<file path="config.mk">
export PLATFORM = sky130hd
export DESIGN_NAME = lli_back
export DESIGN_NICKNAME = d
export VERILOG_FILES = /design/src/lli_pkg.sv /design/src/lli_back.sv
export SDC_FILE = /design/constraint.sdc
export NUM_CORES = 1
export LEC_CHECK = 0
export ABC_AREA = 1
export BUFFER_PORTS_ARGS = -buffer_cell sky130_fd_sc_hd__buf_2
export CAP_MARGIN = 20
export CORE_ASPECT_RATIO = 1.75
export CORE_MARGIN = 3
export CORE_UTILIZATION = 58
export CTS_CLUSTER_DIAMETER = 200
export CTS_CLUSTER_SIZE = 40
export DETAILED_ROUTE_END_ITERATION = 6
export PLACE_DENSITY = 0.92
export REMOVE_ABC_BUFFERS = 1
export SYNTH_ARGS = -nofsm -noshare
export SYNTH_HDL_FRONTEND = slang
export SYNTH_SLANG_ARGS = --single-unit
</file>
<file path="constraint.sdc">
create_clock -name clock -period 4.7 [get_ports clock]
set_clock_uncertainty 0.2 [all_clocks]
set_input_delay 0.94 -clock clock [delete_from_list [all_inputs] [get_ports clock]]
set_output_delay 0.94 -clock clock [all_outputs]
set_load 0.01 [all_outputs]
</file>
<file path="src/lli_pkg.sv">
`timescale 1ns / 1ps
// Shared widths and pipeline payload types for the line-line intersection block.
// No dependencies; imported by every module of the block.
package lli_pkg;

   localparam int COORD_WIDTH = 31;
   localparam int W           = COORD_WIDTH;
   localparam int DIFF_W      = W + 1;          // base difference
   localparam int NUM_W       = 2 * W + 2;      // signed numerator
   localparam int DENS_W      = 2 * W + 1;      // signed denominator
   localparam int MNUM_W      = 2 * W + 1;      // numerator magnitude
   localparam int MDEN_W      = 2 * W;          // denominator magnitude
   localparam int LO_W        = MNUM_W / 2;     // low slice of the split product
   localparam int HI_W        = MNUM_W - LO_W;
   localparam int QW          = 3 * W;          // product and quotient width
   localparam int RES_W       = 64;
   localparam int QX          = (3 * W + 1 > RES_W + 1) ? 3 * W + 1 : RES_W + 1;

   localparam logic [1:0] STATUS_OK       = 2'd0;
   localparam logic [1:0] STATUS_PARALLEL = 2'd1;
   localparam logic [1:0] STATUS_OVERFLOW = 2'd2;

   typedef struct packed {
      logic                neg;
      logic                par;
      logic signed [W-1:0] base;
   } tag_type;

   typedef struct packed {
      logic [QW-1:0]     prod;
      logic [MDEN_W-1:0] dsr;
      tag_type           tag;
   } div_in_type;

   typedef struct packed {
      logic [QW-1:0]     quo;
      logic [MDEN_W-1:0] rem;
      logic [MDEN_W-1:0] dsr;
      tag_type           tag;
   } div_out_type;

endpackage

</file>
<file path="src/lli_back.sv">
`timescale 1ns / 1ps
// Back pipeline: rounding, base offset, range check and the output register.
// Uses lli_pkg.
module lli_back
   import lli_pkg::*;
(
   input  logic             clock,
   input  logic             reset,
   input  logic             adv,
   input  logic             vx,
   input  logic             vy,
   input  div_out_type      dx,
   input  div_out_type      dy,
   output logic             out_valid,
   output logic [RES_W-1:0] out_x,
   output logic [RES_W-1:0] out_y,
   output logic [1:0]       out_status
);

   logic [2:0]                v_ff;
   logic [RES_W-1:0]          qx_ff, qy_ff;
   logic                      ovf1_ff, par1_ff, negx_ff, negy_ff;
   logic signed [W-1:0]       bx_ff, by_ff;
   logic signed [RES_W:0]     sx_ff, sy_ff;
   logic                      ovf2_ff, par2_ff;
   logic [RES_W-1:0]          ox_ff, oy_ff;
   logic [1:0]                st_ff;

   logic [QX-1:0]             rqx, rqy;
   logic                      rndx, rndy;
   logic signed [RES_W:0]     bxe, bye, qxe, qye, sx_in, sy_in;

   always_comb begin
      // half away from zero: bump when twice the remainder reaches the divisor
      rndx  = ({dx.rem, 1'b0} >= {1'b0, dx.dsr});
      rndy  = ({dy.rem, 1'b0} >= {1'b0, dy.dsr});
      rqx   = QX'(dx.quo) + QX'(rndx);
      rqy   = QX'(dy.quo) + QX'(rndy);
      bxe   = (RES_W+1)'(bx_ff);
      bye   = (RES_W+1)'(by_ff);
      qxe   = {1'b0, qx_ff};
      qye   = {1'b0, qy_ff};
      sx_in = negx_ff ? bxe - qxe : bxe + qxe;
      sy_in = negy_ff ? bye - qye : bye + qye;
   end

   always_ff @(posedge clock) begin
      if (reset) begin
         v_ff <= '0;
      end else if (adv) begin
         v_ff <= {v_ff[1:0], vx & vy};
      end
   end

   always_ff @(posedge clock) begin
      if (adv) begin
         qx_ff   <= rqx[RES_W-1:0];
         qy_ff   <= rqy[RES_W-1:0];
         ovf1_ff <= (|rqx[QX-1:RES_W]) | (|rqy[QX-1:RES_W]);
         par1_ff <= dx.tag.par | dy.tag.par;
         negx_ff <= dx.tag.neg;
         negy_ff <= dy.tag.neg;
         bx_ff   <= dx.tag.base;
         by_ff   <= dy.tag.base;

         sx_ff   <= sx_in;
         sy_ff   <= sy_in;
         ovf2_ff <= ovf1_ff;
         par2_ff <= par1_ff;

         if (par2_ff) begin
            st_ff <= STATUS_PARALLEL;
            ox_ff <= '0;
            oy_ff <= '0;
         end else if (ovf2_ff || (sx_ff[RES_W] != sx_ff[RES_W-1])
                      || (sy_ff[RES_W] != sy_ff[RES_W-1])) begin
            st_ff <= STATUS_OVERFLOW;
            ox_ff <= '0;
            oy_ff <= '0;
         end else begin
            st_ff <= STATUS_OK;
            ox_ff <= sx_ff[RES_W-1:0];
            oy_ff <= sy_ff[RES_W-1:0];
         end
      end
   end

   assign out_valid  = v_ff[2];
   assign out_x      = ox_ff;
   assign out_y      = oy_ff;
   assign out_status = st_ff;

endmodule

</file>
==> impl_metrics.tcl, run 1 <==
set metrics [dict create \
    status "stopped before the end" \
    haltStage "global routing" \
    error "[ERROR GRT-0116] Global routing finished with congestion. Check the congestion regions in the DRC Viewer." \
    synth-main-ff-cell "edfxtp_1" \
    cts_made_buffers 15 \
    synth_warnings 0 \
    cts_sinks 459 \
    initial_core_util_pct 58.84 \
    ys_ff_latch 459 \
    synthSimpleGateAreaFrac_pct 29.83 \
    clockBufferDepth 3 \
    grt_max_degree 106 \
    htreeDepth 1 \
    dp_slack_ns -0.2474 \
    routabilityCongestion 1.244 \
    syn_area_per_cell_um2 7.326 \
    postCtsSetupBuffers 0 \
    ys_seq_area_share_pct 36.72 \
    die_w_um 198.1 \
    synthAdderAreaFrac_pct 8.659 \
    cts_hold_repair.buffers 0 \
    ys_types 47 \
    ios 636 \
    place_hpwl_um 140300 \
    synth_edf_count 456 \
    synth_cells 5112 \
    synth_top_family_by_area "simple AND/OR/NAND/NOR gates" \
    dpl_cell_area_mm2 0.04380 \
    clock-root-buffer "clkbuf_16" \
    row_count 122 \
    grt_pass1_vias 42724 \
    synth_mux_area_share_pct 0 \
    fp.dieH_um 342.2 \
    synth_compound_area_share_pct 8.596 \
    grt_pass1_wl_um 253600 \
    async_flop_share_pct 0 \
    synth.cell_area_mm2 0.03745 \
    port_buffers 635 \
    synth_xor_xnor_area_share_pct 8.115 \
    grt_overflow 6 \
    grtUsageTotal_pct 51.04 \
]
## routing by layer
layer	global-route usage, %	GRT overflow
met1	44.55	0
met4	57.76	5
met5	0	0
met2	83.01	1
met3	19.75	0
## cell families after synthesis
group | count (synthesis)
adder cells (fa/ha/maj) | 258
buffers and inverters | 806
AND/OR/NAND/NOR | 2670
XOR/XNOR | 347
flip-flops | 459
AO/OA/AOI/OAI | 572
## synth_stat cells, types with 4 or more instances
cell type,instances,area (µm²)
nor2_4,20,225.2
nand4_1,83,519.3
nor2_1,929,3487
a31oi_1,33,206.5
a21oi_1,234,1171
a21o_1,20,150.1
o21ai_1,14,70.07
o21a_1,18,135.1
o21ai_0,178,890.9
xor2_1,262,2295
o31ai_1,8,60.06
nor3_1,87,435.4
nor2_2,29,181.4
a211oi_1,9,67.56
o211ai_1,8,60.06
inv_1,774,2905
o221ai_1,4,35.03
nand2_2,22,137.6
ha_1,256,3203
edfxtp_1,456,13690
o2111ai_1,6,52.55
nand3_1,177,885.9
nor4_1,23,143.9
xnor2_1,85,744.5
o21bai_1,27,202.7
and2_1,5,31.28
nand3b_1,41,307.8
a21boi_0,7,52.55
nand2_1,1237,4643
clkbuf_1,28,105.1
## through the flow
step | cells | setup TNS [ns]
after floorplan | 5084 | 0
after CTS | 6837 | 0
after global placement | 6816 | -0.1114
after detailed placement | 6816 | -0.2474
## what timing repair did
action,4_1_cts
gates cloned,0
endpoints found under the setup margin,1
gates resized for setup,1
==> inputs of run 2 (changes only) <==
--- a/config.mk
+++ b/config.mk
@@ -8,13 +8,10 @@
 export ABC_AREA = 1
 export BUFFER_PORTS_ARGS = -buffer_cell sky130_fd_sc_hd__buf_2
 export CAP_MARGIN = 20
-export CORE_ASPECT_RATIO = 1.75
 export CORE_MARGIN = 3
-export CORE_UTILIZATION = 58
-export CTS_CLUSTER_DIAMETER = 200
-export CTS_CLUSTER_SIZE = 40
+export CORE_UTILIZATION = 40
 export DETAILED_ROUTE_END_ITERATION = 6
-export PLACE_DENSITY = 0.92
+export PLACE_DENSITY_LB_ADDON = 0.15
 export REMOVE_ABC_BUFFERS = 1
 export SYNTH_ARGS = -nofsm -noshare
 export SYNTH_HDL_FRONTEND = slang
==> run 2 against run 1 <==
  * The flow now finishes without violations
  * Synthesized area did not move
  * Synthesized cell count stayed put
==> impl_metrics.tcl, run 2 <==
set metrics [dict create \
    core-area_mm2 0.09222 \
    crit_buf_inv 2 \
    endpoint_kind "register" \
    slowest_stage "edfxtp_1" \
    port_buffers 635 \
    tightest_slew_ns 0.8854 \
    antenna_found_initial 22 \
    dpl_cell_area_mm2 0.04328 \
    rsz0062_at_grt "true" \
    ys_seq_area_share_pct 36.72 \
    max_freq_mhz 223.9 \
    clk_pin_slew_worst_paths_ns 0.06 \
    dr.pass1.iters 6 \
    worstSkewPairLatency_ns 0.61 \
    synth.area.top_cells "edfxtp_1, nand2_1, nor2_1, ha_1, inv_1" \
    max_stage_delay_ns 0.43 \
    ys_top_cells_by_count "nand2_1, nor2_1, inv_1" \
    fin_tns_setup_ns 0 \
    maxSlewViolCount 0 \
    cts_sinks 459 \
    grt_max_degree 108 \
    setup.worst_path.start_class "register" \
    grt_pass1_wl_um 208900 \
    layout_common_cells "nand2_1, nor2_1, inv_1, buf_2, edfxtp_1" \
    vias 36103 \
    synth.cell_area_mm2 0.03745 \
    grt_pass1_vias 34924 \
    hold_viol 0 \
    place_hpwl_um 123200 \
    cts_tree "done" \
    fin_hold_ws_ns 0.2221 \
    fin_nets 6684 \
    vdd_ir_drop_max_v 0.0002286 \
    clockBufferDepth 3 \
    synth-main-ff-cell "edfxtp_1" \
    ys_types 47 \
    mostFrequentLayoutCell "nand2_1" \
    synth_edf_count 456 \
    wl_per_cell_um 19.48 \
    finalCriticalPeriod_ns 4.466 \
    row_count 111 \
    cts_hold_repair.buffers 0 \
    ios 636 \
    dieArea_mm2 0.09734 \
    ys_ff_latch 459 \
    hold_class "reg -> reg" \
    synth_warnings 0 \
    synth_cells 5112 \
    routabilityCongestion 0.9927 \
    final_antenna_net_count 0 \
    p_leak_nw 20.60 \
    status "complete, no violations" \
    required_ns 4.83 \
    clock-root-buffer "clkbuf_16" \
    syn_area_per_cell_um2 7.326 \
    synth_top_area_share_pct 36.56 \
    critPathKind "reg -> reg" \
    largest_registers "sx_ff (65), sy_ff (65)" \
    fp.dieH_um 312.0 \
    fin_crit_sh_pct 95.01 \
    crit_fanout 5 \
    drive_gt1_share_pct 16.10 \
    area_growth_pct 20.02 \
    stdcell_area_mm2 0.04495 \
    drv_cap 0 \
    crit_chain "inv_1, ha_1, nand2_1, inv_1, nand2_1, nor2_4, nand3_2, nor2_1, nand2_2, nor2_4, nand2_1, o21ai_1, xor2_1, ha_1, a21oi_1, a21boi_0, o21ai_0, a21oi_1, a21boi_0, nand2_1, xor2_2" \
    yosysMostFrequentCell "nand2_1" \
    p_per_area_mw_per_mm2 310.7 \
    setup_viol 0 \
    path_common_cell "nand2_1" \
    htreeDepth 2 \
    async_flop_share_pct 0 \
    arrival_ns 4.60 \
    path_delay_family "compound AO/OA/AOI/OAI gates" \
    die_w_um 312.0 \
    initial_core_util_pct 40.61 \
    vias_per_cell 5.006 \
    relSlewSlack_pct 40.98 \
    dr.first_iter.drc_count 2742 \
    cts_made_buffers 50 \
    drc 0 \
    drt-total-wl_um 140500 \
    grtUsageTotal_pct 28.02 \
    synth_top_area_cell "edfxtp_1" \
    grt_overflow 0 \
]
==> run 2: cell counts after synthesis <==
Identical to the previous run, type by type.
==> run 2: per-stage QoR <==
stage	utilization, %	total power, mW	instances	setup slack (ns)
2_1_floorplan	-	8.387	5084	0.4117
6_report	48.75	13.97	7212	0.2343
3_5_place_dp	46.94	10.22	7110	-0.1812
5_1_grt	48.72	14.82	7204	-0.01950
4_1_cts	48.60	14.01	7197	0.2215
3_3_place_gp	46.94	10.21	7110	-0.1069
==> run 2: area by class of cell <==
type	instances	area (µm²)
fill	9526	47270
multi-input combinational	3847	20760
inverter	778	2920
clock inverter	22	209.0
timing repair buffer	785	4389
sequential	459	13750
antenna	13	32.53
tap	1243	1555
clock buffer	65	1329
==> run 2: final timing paths <==
path,from,to,slack (ns),depth (start not counted)
hold / removal,par1_ff,par2_ff,0.22,0
setup / recovery,qy_ff[0],sy_ff[51],0.23,21
setup reg to reg,qy_ff[0],sy_ff[51],0.23,21
hold reg to reg,par1_ff,par2_ff,0.22,0
==> run 2: logic make-up (layout without fill, tap and decap cells) <==
family | count (synthesis) | in the layout | share of synthesized area (%)
xor+xnor | 347 | 347 | 8.115
flops | 459 | 459 | 36.72
simple gates | 2670 | 2670 | 29.83
compound gates | 572 | 572 | 8.596
buf+inv | 806 | 1650 | 8.078
other cells | 0 | 13 | 0
fa+ha+maj | 258 | 258 | 8.659
==> run 2: timing repair <==
| item | 4_1_cts | 5_1_grt |
|---|---|---|
| gates resized for setup | 0 | 22 |
| endpoints found under the setup margin | 0 | 28 |
| setup buffers | 0 | 2 |
==> run 2: report_power, final <==
| part | internal (mW) | leakage [nW] | switching (mW) |
|---|---|---|---|
| registers | 5.27 | 4.54 | 0.239 |
| logic | 1.57 | 15.3 | 3.16 |
| clock network | 2.16 | 0.753 | 1.57 |
| total | 8.99 | 20.6 | 4.97 |
==> run 2: layer usage <==
| layer | share of wire [%] | track usage, % |
|---|---|---|
| met3 | 5.9 | 3.806 |
| met5 | 0.059 | 0 |
| met2 | 45 | 45.37 |
| met1 | 46 | 39.20 |
| met4 | 3.0 | 7.896 |
Note: power is estimated with default switching activity, not from simulation.
==> inputs of run 3 (changes only) <==
--- a/config.mk
+++ b/config.mk
@@ -13,6 +13,7 @@
 export DETAILED_ROUTE_END_ITERATION = 6
 export PLACE_DENSITY_LB_ADDON = 0.15
 export REMOVE_ABC_BUFFERS = 1
+export SETUP_SLACK_MARGIN = 0.4
 export SYNTH_ARGS = -nofsm -noshare
 export SYNTH_HDL_FRONTEND = slang
 export SYNTH_SLANG_ARGS = --single-unit
==> run 3 against run 2 <==
  * First-iteration DRC count down 2.4%
  * Hold slack worse by 0.00086 ns
  * Maximum frequency increased by 7.7%
  * Sequential power hardly changed
  * Clock power about the same
  * Critical path depth decreased by 3
  * Flip-flop and latch count did not move
  * Wire length grew 0.70%
  * Non-clock buffer count is 33 higher
  * Count of clock-buffer cells in the layout is the same
  * Largest cell class unchanged
==> impl_metrics.tcl, run 3 (synthesized netlist as in run 2, its figures left out) <==
set metrics [dict create \
    status "complete, no violations" \
    cts_made_buffers 50 \
    die_w_um 312.0 \
    dr.pass1.iters 6 \
    reg2reg_from "qx_ff[2]" \
    fin_ws_ns 0.5529 \
    rsz0062_at_grt "true" \
    grt_overflow 0 \
    grt_pass1_vias 34931 \
    finalCriticalPeriod_ns 4.147 \
    ios 636 \
    place_hpwl_um 123200 \
    cts_tree "done" \
    dp.cells 7110 \
    p_per_area_mw_per_mm2 308.1 \
    endpoint_kind "register" \
    row_count 111 \
    fp.dieH_um 312.0 \
    n_fill_cell 9415 \
    clockBufferDepth 3 \
    fin_tns_setup_ns 0 \
    top_usage_layer "met2" \
    port_buffers 635 \
    met3_usage_pct 3.806 \
    p_leak_nw 20.88 \
    drv_cap 0 \
    worstSkewPairLatency_ns 0.61 \
    relSlewSlack_pct 40.95 \
    core-area_mm2 0.09222 \
    antenna_found_initial 23 \
    grtUsageMet2_pct 45.38 \
    max_freq_mhz 241.1 \
    dp_slack_ns -0.1812 \
    layout_common_cells "nand2_1, nor2_1, inv_1, buf_2, edfxtp_1" \
    dr.first_iter.drc_count 2676 \
    arrival_ns 4.27 \
    finalNonFillerCells 7245 \
    fin_nets 6717 \
    vias_per_cell 5.039 \
    mostFrequentLayoutCell "nand2_1" \
    wl_per_cell_um 19.53 \
    grt_max_degree 108 \
    critPathLaunch "qx_ff[2]" \
    final_antenna_net_count 0 \
    fin_crit_sh_pct 88.24 \
    hold_class "reg -> reg" \
    grt_use_met1_pct 39.23 \
    maxSlewViolCount 0 \
    htreeDepth 2 \
    hold_viol 0 \
    grt_pass1_wl_um 209000 \
    drive_gt1_share_pct 19.89 \
    drt-total-wl_um 141500 \
    cts_sinks 459 \
    vdd_ir_drop_max_v 0.0002305 \
    area_growth_pct 23.36 \
    drc 0 \
    clock-root-buffer "clkbuf_16" \
    setup_viol 0 \
    min_from "par1_ff" \
    dieArea_mm2 0.09734 \
    tightest_slew_ns 0.8858 \
    largest_registers "sx_ff (65), sy_ff (65)" \
    critPathKind "reg -> reg" \
    setup.worst_path.start_class "register" \
    routabilityCongestion 0.9927 \
    cts_hold_repair.buffers 0 \
    initial_core_util_pct 40.61 \
    clk_pin_slew_worst_paths_ns 0.06 \
    grtUsageTotal_pct 28.03 \
    crit_fanout 4 \
    vias 36507 \
    required_ns 4.82 \
]
run 3: final timing paths:
check / to / slack (ns) / depth (start not counted)
setup / recovery: sx_ff[52] / 0.55 / 18
hold / removal: par2_ff / 0.22 / 0
setup reg to reg: sx_ff[52] / 0.55 / 18
hold reg to reg: par2_ff / 0.22 / 0
run 3: per-layer routing:
| layer | routed length [µm] | vias to the layer above |
|---|---|---|
| met5 | 77 | - |
| met4 | 4429 | 14 |
| met3 | 8792 | 216 |
| met2 | 63420 | 1281 |
| met1 | 64750 | 16640 |
| li1 | - | 18356 |
run 3: cell type report:
cell class                      instances  area [µm²]  share of cell area [%]
Tap cell                             1243        1555                   3.366
Sequential cell                       459       13750                   29.77
Clock buffer                           65        1329                   2.876
Multi-Input combinational cell       3847       21750                   47.08
Inverter                              778        2924                   6.329
Clock inverter                         22       209.0                  0.4523
Antenna cell                           13       32.53                 0.07041
Timing Repair Buffer                  818        4644                   10.05
run 3: critical path: stages, from the launching register on:
cell and delay [ns]:
edfxtp_1 0.41, nor2_1 0.16, nand4_1 0.14, nor3_2 0.25, nand2_2 0.12, inv_2 0.11, nand3_2 0.11, nor2_4 0.14
nor2_1 0.08, nor2_2 0.22, o21ai_0 0.15, xor2_1 0.31, ha_4 0.28, a21o_1 0.22, a21oi_1 0.23, o21ai_0 0.20
a21oi_1 0.20, o211ai_1 0.18, xor2_1 0.18
run 3: through the flow:
step	utilization, %	total power, mW	cell area [µm²]	hold WS [ns]
after global routing	50.08	15.09	46180	0.2263
after floorplan	-	8.387	37350	0.2003
after detailed placement	46.94	10.22	43280	0.2193
final	50.10	14.23	46200	0.2212
after global placement	46.94	10.21	43280	0.2076
after CTS	48.69	14.02	44900	0.2245
run 3: power breakdown:
group | switching [mW] | internal (mW)
sequential | 0.245 | 5.27
clock | 1.58 | 2.16
combinational | 3.28 | 1.71
run 3: what timing repair did:
action | 4_1_cts | 5_1_grt
setup endpoints to repair | 18 | 79
resized for setup | 21 | 287
cloned | 0 | 0
buffers inserted | 1 | 34
pin swaps | 1 | 60
